==> src/rtl/core/iss_pkg.sv <==
// iss_pkg: shared constants and types of the indexed sequence store.
// Depends on nothing; imported by the interfaces, the cell and the core.
package iss_pkg;

  localparam int unsigned DataW       = 32;
  localparam int unsigned OpW         = 3;
  localparam int unsigned PosW        = 8;
  localparam int unsigned StW         = 2;
  localparam int unsigned CapacityDef = 64;

  localparam logic [OpW-1:0] OpRead      = 3'd0;
  localparam logic [OpW-1:0] OpInsFront  = 3'd1;
  localparam logic [OpW-1:0] OpInsBack   = 3'd2;
  localparam logic [OpW-1:0] OpInsAt     = 3'd3;
  localparam logic [OpW-1:0] OpDelAt     = 3'd4;

  localparam logic [StW-1:0] StDone  = 2'd0;
  localparam logic [StW-1:0] StRange = 2'd1;
  localparam logic [StW-1:0] StFull  = 2'd2;

  // per-cell control for one cycle
  typedef struct packed {
    logic load;        // take the incoming value
    logic from_left;   // shift toward the back
    logic from_right;  // shift toward the front
    logic hit;         // drive own entry onto the read bus
  } cell_ctl_t;

endpackage

==> src/rtl/core/iss_cell.sv <==
// iss_cell: one entry of the sequence; loads, shifts from either neighbor or holds.
// Depends on iss_pkg (cell_ctl_t).
module iss_cell
  import iss_pkg::*;
#(
  parameter int unsigned Width = DataW
) (
  input  logic             clk_i,
  input  cell_ctl_t        ctl_i,
  input  logic [Width-1:0] new_i,
  input  logic [Width-1:0] left_i,
  input  logic [Width-1:0] right_i,
  output logic [Width-1:0] data_o,
  output logic [Width-1:0] rd_o
);

  logic [Width-1:0] data_q, data_d;

  always_comb begin
    priority if (ctl_i.load) begin
      data_d = new_i;
    end else if (ctl_i.from_left) begin
      data_d = left_i;
    end else if (ctl_i.from_right) begin
      data_d = right_i;
    end else begin
      data_d = data_q;
    end
  end

  // entry content is undefined until written, no reset
  always_ff @(posedge clk_i) begin
    data_q <= data_d;
  end

  assign data_o = data_q;
  assign rd_o   = ctl_i.hit ? data_q : '0;

endmodule

==> config.mk <==
export PLATFORM = sky130hd
export DESIGN_NAME = iss_cell
export DESIGN_NICKNAME = d
export VERILOG_FILES = /design/src/rtl/core/iss_pkg.sv /design/src/rtl/core/iss_cell.sv
export SDC_FILE = /design/constraint.sdc
export NUM_CORES = 1
export LEC_CHECK = 0
export BUFFER_PORTS_ARGS = -buffer_cell sky130_fd_sc_hd__buf_2
export CORE_UTILIZATION = 38
export DETAILED_ROUTE_END_ITERATION = 6
export HOLD_SLACK_MARGIN = 0.1
export PLACE_DENSITY = 0.81
export SYNTH_ARGS = -nofsm -noshare
export SYNTH_HDL_FRONTEND = slang
export SYNTH_SLANG_ARGS = --single-unit
==> constraint.sdc <==
create_clock -name clk_i -period 2 [get_ports clk_i]
set_input_delay 0.2 -clock clk_i [delete_from_list [all_inputs] [get_ports clk_i]]
set_output_delay 0.2 -clock clk_i [all_outputs]
set_load 0.02 [all_outputs]
Word-level counts from Yosys, hierarchy flattened
Index checks and enable logic that the tools add are counted.
{ "word_totals": {"ff_bits": 32, "out_inout_bits": 64, "elab_cells": 6} }
{ "op_classes": {"n_mux": 4, "n_reduce_logical": 1} }
{ "ops": {"columns": ["operator", "count"], "rows": [
  ["$mux W32", 4],
  ["$reduce_bool A3 Y1", 1]
]} }

Logic depth before layout (Yosys ltp)
Gate-level depths: netlist of the first run.
{ "depth": {"depth_word": 3, "ltp_mapped": 4, "mapped_depth_nobuf": 2} }

Worst setup path before layout of the first run
OpenSTA, ideal clock, no wires.
{ "synth_timing": {"path_kind": "input port to flip-flop", "start": "input port ctl_i[2] in the netlist's numbering", "end": "register data_q[0], in the netlist data_o[0] (enable)", "setup_time_ns": 0.414, "arrival_time_ns": 1.095, "t_required_ns": 1.586, "path_slack_ns": 0.491, "stages": 2, "path_buffers": 1, "cell_sequence": "buf_6 or3_1"} }
{ "synth_via": {"elab_chain_cells": 1} }
{ "synth_rtl": {"columns": ["element", "line", "text"], "rows": [
  ["start, declared", "iss_cell.sv:9", "input cell_ctl_t ctl_i,"],
  ["$reduce_bool A3 Y1 (no source line)", null, null],
  ["end signal, assigned", "iss_cell.sv:33", "data_q <= data_d;"],
  ["end, declared", "iss_cell.sv:17", "logic [Width-1:0] data_q, data_d;"]
]} }
No other way between the ends.
A chain may end at the register's enable or synchronous reset.

Worst setup path after layout of the first run
{ "layout_timing": {"start": "register data_q[17], in the netlist data_o[17]", "end": "output port rd_o[17]"} }
{ "layout_via": {"elab_chain_cells": 1} }
{ "layout_rtl": {"columns": ["element", "line", "text"], "rows": [
  ["$mux W32", "iss_cell.sv:37", "assign rd_o = ctl_i.hit ? data_q : '0;"],
  ["end, declared", "iss_cell.sv:14", "output logic [Width-1:0] rd_o"]
]} }
No other way between the ends.

==> results of run 1 <==
-- final cells by class --
cell class	instances	area share (%)
clock buffer	6	2.582
clock inverter	2	1.247
multi-input combinational	129	28.72
sequential	32	34.19
tap	67	2.983
timing repair buffer	168	30.28
-- cells by family (layout without fill, tap and decap cells) --
logic type / count (synthesis) / in the layout / synth area share, %
AND/OR/NAND/NOR: 65 / 65 / 17.33
AO/OA/AOI/OAI: 32 / 32 / 8.499
flip-flops: 32 / 32 / 51.00
buffers and inverters: 14 / 176 / 6.175
multiplexers: 32 / 32 / 17.00
-- how the worst max path moves through the flow --
| stage | from | to | slack, ps |
|---|---|---|---|
| 2_1_floorplan | ctl_i[2] | data_o[0]$_DFFE_PP_ | 490 |
| 3_3_place_gp | ctl_i[2] | data_o[18]$_DFFE_PP_ | 760 |
| 3_5_place_dp | ctl_i[3] | data_o[22]$_DFFE_PP_ | 750 |
| 4_1_cts | data_o[17]$_DFFE_PP_ | rd_o[17] | 730 |
| 5_1_grt | data_o[17]$_DFFE_PP_ | rd_o[17] | 700 |
| 6_report | data_o[17]$_DFFE_PP_ | rd_o[17] | 760 |
-- routing by layer --
metal | GRT usage (%) | part of all wire [%] | vias up
met4 | 8.715 | 2.3 | 0
met3 | 5.278 | 7.9 | 14
met2 | 36.14 | 53 | 104
met5 | 0 | 0 | -
met1 | 19.25 | 36 | 812
li1 | - | - | 932
-- synth_stat cells --
library cell,number
and2_1,32
buf_12,3
buf_2,6
buf_6,1
clkbuf_1,4
edfxtp_1,32
mux2i_1,32
nand2_1,32
o21ai_0,2
o21ai_1,30
or3_1,1
-- cells in the final DEF, fill, tap and decap left out --
cell,n
buf_2,164
mux2i_1,32
nand2_1,32
and2_1,32
edfxtp_1,32
o21ai_1,30
clkbuf_8,5
buf_4,4
o21ai_0,2
or3_1,1
clkbuf_1,1
bufinv_16,1
clkinv_2,1
-- per-stage QoR --
stage                     setup slack [ps]  power [mW]
after floorplan                      490.8       1.215
after global placement               756.5       1.431
after detailed placement             750.7       1.448
after CTS                            730.5       2.047
after global routing                 703.0       2.125
final                                763.7       2.022
-- power groups by stage --
| stage | Sequential (mW) | Clock, mW | Combinational [mW] |
|---|---|---|---|
| finish | 0.865 | 0.595 | 0.562 |
| global route | 0.876 | 0.641 | 0.609 |
| CTS | 0.867 | 0.613 | 0.568 |
| detailed placement | 0.880 | 0 | 0.568 |
| global placement | 0.877 | 0 | 0.554 |
| floorplan | 0.974 | 0 | 0.241 |
-- worst min-delay path, cell delays in order --
cell and delay (ps):
buf_2 70, nand2_1 40, o21ai_0 60
==> results.md, run 1 <==
Timing:
- The number of pins with negative max-slew slack in the final report is 0.
- Setup repair after global routing left no endpoint under its margin.
- On the final layout, the worst hold slack is 203.7 ps.
- The sum of negative setup slack is 0 ps.
- Setup violations remaining at the end of the flow were counted as 0.
- For this run, the top clock speed supported by timing is 808.9 MHz.
- In this run the tightest slew margin relative to its limit is 63.67%.
- The transition time at the pin with the least slew margin is 544.9 ps.
- The final hold violation count is 0.
- The shortest period the worst path allows is 1236 ps.
- The share of the clock period used by the worst path is 61.81%.

Drt:
- The overall via count from detail_route is 1862.
- Dividing the detail-routed via count by the number of cells gives 4.609.
- In the routed design, unresolved DRC markers number 0.
- Dividing the detail-routed wire length by the instance count gives 12.20 um.
- The first TritonRoute pass finished after 4 iterations.
- The final antenna-violating net count is 0.
- The detailed router finished its first iteration with 31 violations.
- The detailed-route wire length is 4.929 mm.

Yosys:
- Yosys attributes the largest share of cell area to edfxtp_1 (51%), mux2i_1 (17%), and2_1 (11%).
- In this run, synthesis produced a sequential element count of 32.
- The net count after synthesis is 276.
- The synthesized design spends more area on one cell type than any other, namely edfxtp_1.
- The count of different cell masters after synthesis is 11.
- The number of warnings printed during yosys synthesis is 0.
- The sequential cell area fraction in the yosys report is 51.00%.
- The synthesized instance count is 175.
- The mapped cell area is 0.001884 sq mm.
- Dividing the synthesized area by the synthesized cell count gives 10.77 sq um.
- The area fraction of the dominant cell type after synthesis is 51.00%.

Power:
- For this design the ratio of total power to cell area is 719.7 mW/mm^2.
- The clock network accounts for 29.4% of the total power.
- In this run the static leakage power is 1.482 nW.
- The net switching share of the total power is 29.20%.
- The portion of total power attributed to sequential cells is 42.8%.
- The peak supply drop is 390.9 uV.
- The reported net switching power is 0.5905 mW.
- The combinational share of power is 27.8%.
- Internal power comes to 1.432 mW.

Floorplan:
- The floorplan step set the die height to 72.42 um.
- The placeable core region is 0.004755 sq mm.
- In this run the count of I/O pins placed on the die edge is 165.
- Row generation in the floorplan step produced 25 rows.
- The die covers 0.005245 sq mm.
- Once the floorplan was initialized, standard cells occupied 39.63% of the core.
- The floorplan step set the die width to 72.42 um.

Finish:
- The area growth from synthesis to layout is 49.14%.
- Excluding fillers, the count of instances in the completed layout stands at 404.
- After routing the design area is 0.002810 sq mm.
- The register with the most flip-flops in the layout has 32 of them.
- The multi-input gate area in the final layout is 807.0 sq um.
- The net total in the final layout is 437.
- The number of fill cells in the layout is 426.
- For this run, the share of the core covered by cells in the final layout is 59.11%.
- The count of antenna diodes in the layout is 0.
- The register area is 960.9 sq um.
- The post-route netlist has 51.93% of its cells at a drive strength greater than 1.

Global routing:
- The first-pass GRT wire length is 7.369 mm.
- The number of global-route vias before repair is 1629.
- The initial antenna violation count came to 0.
- The pin count of the biggest net entering global routing is 65.
- Global routing used 19.09% of the available tracks.
- Global routing finished with a remaining overflow of 0.

Placement:
- The count of buffers inserted at the top-level ports is 164.
- Counting tap cells, the placed design contains a total of 396 instances.
- The HPWL after detailed placement is 3.791 mm.
- The instance area after placement is 0.002703 sq mm.
- At the end of routability-driven placement, the weighted congestion stood at 0.7723.

Critical path:
- The highest fanout seen on the critical path is 2.
- For this run, the slowest stage of the critical path takes 430 ps.
- Counting both buffers and inverters, the worst setup path holds a total of 1.
- The nature of the critical path endpoint is an output port.
- The critical path class is reg2out.
- Walking the worst path, the cells encountered are and2_1 > buf_2.
- The kind of launch point of the worst setup path is a register.
- The family with the most delay on the worst path is flip-flops.
- For this design, the slowest cell found on the critical path is edfxtp_1.
- The total stage count of the critical path is 2.
- For the worst setup path, the data arrival time is 1040 ps.
- The data required time of the worst path is 1800 ps.

Clock tree:
- Clock tree synthesis selected as its root buffer the cell clkbuf_8.
- The number of H-tree levels is 2.
- Counting the buffers created by CTS gives 5.
- The clock transition at the register clock pins on the worst setup and hold paths after CTS is 70 ps.
- The clock tree from TritonCTS is done.
- Buffers added to address setup during post-CTS repair amount to 0.
- The post-cts hold buffer count is 0.
- In this run, post-CTS repair resized a total of 0 instances.
- The longest clock path from root to sink contains 2 buffers.
- The number of sinks on the clock net is 32.

Hold path:
- In this run the worst hold path is classified as in2reg.
- The worst hold path begins at new_i[31].
- The destination of the worst hold path is data_o[31]$_DFFE_PP_.
- The number of cells traversed by the worst hold path is 3.

Run:
- The tool flagged a number of max-cap violations equal to 0.

Status:
- The flow ran to the end, and the final reports show no timing, DRC or antenna violations.
Power figures use the tool's default switching activity.
==> run 2, diff against run 1 <==
--- a/config.mk
+++ b/config.mk
@@ -6,10 +6,10 @@
 export NUM_CORES = 1
 export LEC_CHECK = 0
 export BUFFER_PORTS_ARGS = -buffer_cell sky130_fd_sc_hd__buf_2
-export CORE_UTILIZATION = 38
+export CORE_UTILIZATION = 34
 export DETAILED_ROUTE_END_ITERATION = 6
 export HOLD_SLACK_MARGIN = 0.1
-export PLACE_DENSITY = 0.81
+export PLACE_DENSITY = 0.76
 export SYNTH_ARGS = -nofsm -noshare
 export SYNTH_HDL_FRONTEND = slang
 export SYNTH_SLANG_ARGS = --single-unit
==> constraint.sdc (replaced) <==
create_clock -name clk_i -period 1.1 [get_ports clk_i]
set_input_delay 0.11 -clock clk_i [delete_from_list [all_inputs] [get_ports clk_i]]
set_output_delay 0.11 -clock clk_i [all_outputs]
set_load 0.02 [all_outputs]
==> run 2 against run 1 <==
Compared with the run above: the flow now finishes with violations (setup timing); global-route usage shrank 1.7 points; worst setup slack lost 780 ps; sequential cell count is the same; utilization grew 1.9 points; hold slack lost 89 ps; routed wire length grew 10%; critical endpoint is now rd_o[22]; die area grew 11%; sequential share of layout area shrank 4.1 points.
==> results.md, run 2 (synthesis gave the netlist of run 1 again) <==
Global routing:
- The global routing met1 resource utilization is 17.99% (-1.3 points).
- The global routing usage summed across all routing layers is 17.42% (-1.7 points).
- The first-pass GRT wire length came to 8.107 mm (+10%).
- The initial antenna violation count is 0 (unchanged).
- The global-route layer with the greatest usage is met2.
- The met2 global-route usage is 33.69% (-2.4 points).
- The pin count of the biggest net entering global routing is 42 (-35%).
- The met3 routing resource usage after global routing came to 3.713% (-1.6 points).
- The total grt overflow is 0 (unchanged).
- The number of global-route vias before repair is 1847 (+13%).

Critical path:
- The cell at the slowest stage of the critical path is edfxtp_1.
- The family with the most delay on the worst path is flip-flops.
- The critical path data arrival time is 1010 ps (-30 ps).
- The peak per-stage delay on the critical path is 430 ps (about the same).
- The number of buffer and inverter instances along the worst setup path is 1 (unchanged).
- The signal on the critical path passes through and2_4 > buf_6.
- The critical path class is reg2out.
- The kind of launch point of the worst setup path is a register.
- The worst setup path is captured at an output port.
- The highest fanout seen on the critical path is 2 (unchanged).
- The data required time of the worst path came to 990 ps (-810 ps).

Clock tree:
- The clock transition at the register clock pins on the worst setup and hold paths after CTS came to 70 ps (about the same).
- In this run the clock root is driven by a clkbuf_8.
- The clock tree from TritonCTS is done.
- The total clock buffers created by CTS came to 5 (unchanged).
- The post-cts hold buffer count came to 0 (unchanged).
- The number of H-tree levels came to 2 (unchanged).
- The number of sinks on the clock net is 32 (unchanged).
- The number of buffers between clock root and the deepest sink came to 2 (unchanged).

Power:
- The peak supply drop is 585.0 uV (+50%).
- The power per standard cell area is 1250 mW/mm^2 (+74%).
- The reported leakage power is 1.628 nW (+9.8%).

Timing:
- The number of pins with negative max-slew slack in the final report is 0 (unchanged).
- The transition time at the pin with the least slew margin is 429.8 ps (-115.2 ps).
- The post-route worst hold slack is 114.8 ps (-88.88 ps).
- The final hold violation count was 0 (unchanged).
- The worst path setup slack after routing is -19.51 ps (-783.2 ps).
- In the finished design, the share of the clock period the worst path needs comes to 101.8%.
- The final setup violation count was 8 (+8).
- Based on the critical path, the design can be clocked at up to 893.3 MHz.
- Setup repair after global routing could not meet its margin everywhere.
- The worst slew margin relative to its limit was 71.35% (+7.7 points).
- The shortest period the worst path allows is 1120 ps.

Floorplan:
- The vertical extent of the die was 76.45 um (+5.6%).
- The floorplan die area is 0.005844 sq mm (+11%).
- The die width came to 76.45 um (+5.6%).
- The placeable core region is 0.005238 sq mm (+10%).
- The starting density of the core is 35.98% (-3.7 points).
- The number of I/O pins is 165 (unchanged).
- The total number of placement rows is 26 (+4.0%).

Finish:
- The net total in the final layout came to 445 (+1.8%).
- The post-route core utilization was 61.04% (+1.9 points).
- The library cells used most frequently in the layout, excluding fill and tap cells, are buf_2 (128), buf_6 (38), mux2i_1 (32), nand2_1 (32), edfxtp_1 (32).
- The area growth from synthesis to layout is 69.65%.
- The number of fill cells in the layout is 450 (+5.6%).
- The count of antenna diodes in the layout is 0 (unchanged).
- The number of standard cells in the layout, taps in and fillers out is 415 (+2.7%).
- The library cell used most frequently in the layout, excluding fill and tap cells, is buf_2.
- The number of flip-flops in the largest register is 32 (unchanged).
- The share of layout cells above drive strength 1 is 60.29% (+8.4 points).

Placement:
- The total instance count after detailed placement is 400 (+1.0%).
- The count of buffers inserted at the top-level ports is 164 (unchanged).
- The HPWL after detailed placement is 3.874 mm (+2.2%).
- The routability congestion estimate is 0.8483 (+9.8%).

Drt:
- The detailed-route wire length is 5.440 mm (+10%).
- The average wire per standard cell is 13.11 um (+7.4%).
- The overall via count from detail_route was 1921 (+3.2%).
- The number of optimization iterations in the first detailed-route pass came to 4 (unchanged).
- The number of vias per cell after detailed routing is 4.629 (+0.43%).
- The violation count after the first detailed-routing iteration is 66 (+110%).
- The final antenna-violating net count is 0 (unchanged).
- The detailed-route DRC error count is 0 (unchanged).

Status:
- The run finished, with violations left.
- The final reports fail on setup timing.

Hold path:
- In this run the worst hold path is classified as in2reg.

Run:
- The max-capacitance violation count is 0 (unchanged).
[run 2: power breakdown]
group	internal (mW)	total (mW)	switching, mW
Sequential	1.51	1.59	0.0835
Clock	0.672	1.09	0.418
Combinational	0.665	1.31	0.648
[run 2: metal layers]
metal	share of wire, %	routed length, um
met5	0	0
met2	57	3117
met4	0.97	53
met3	6.0	326
met1	36	1944
[run 2: timing repair]
item | CTS | global route
pin swaps | 0 | 0
cloned | 0 | 0
buffers inserted | 4 | 3
endpoints found under the setup margin | 16 | 34
resized for setup | 28 | 70
[run 2: worst min-delay path: stages]
cell	delay, ps
buf_2	70
nand2_1	40
o21ai_1	50
[run 2: path summary, 6_finish.rpt]
path / startpoint / endpoint / depth (start not counted)
max: data_o[22]$_DFFE_PP_ / rd_o[22] / 2
min: new_i[6] / data_o[6]$_DFFE_PP_ / 3
[run 2: stage by stage]
step	setup WS, ps	total power [mW]	setup TNS (ps)	instance area, sq um
detailed placement	-33.34	2.647	-1017	2744
finish	-19.51	3.996	-60.83	3197
CTS	-32.75	3.822	-128.8	2969
global route	-48.95	4.171	-755.8	3197
global placement	-21.59	2.628	-641.7	2744
floorplan	28.90	2.210	0	1889
[run 2: area by class of cell]
cell class / count / area [sq um] / share of cell area, %
Clock inverter: 2 / 35.03 / 1.096
Sequential cell: 32 / 960.9 / 30.06
Clock buffer: 6 / 72.57 / 2.270
Multi-Input combinational cell: 129 / 872.1 / 27.28
Tap cell: 70 / 87.58 / 2.740
Timing Repair Buffer: 176 / 1169 / 36.56
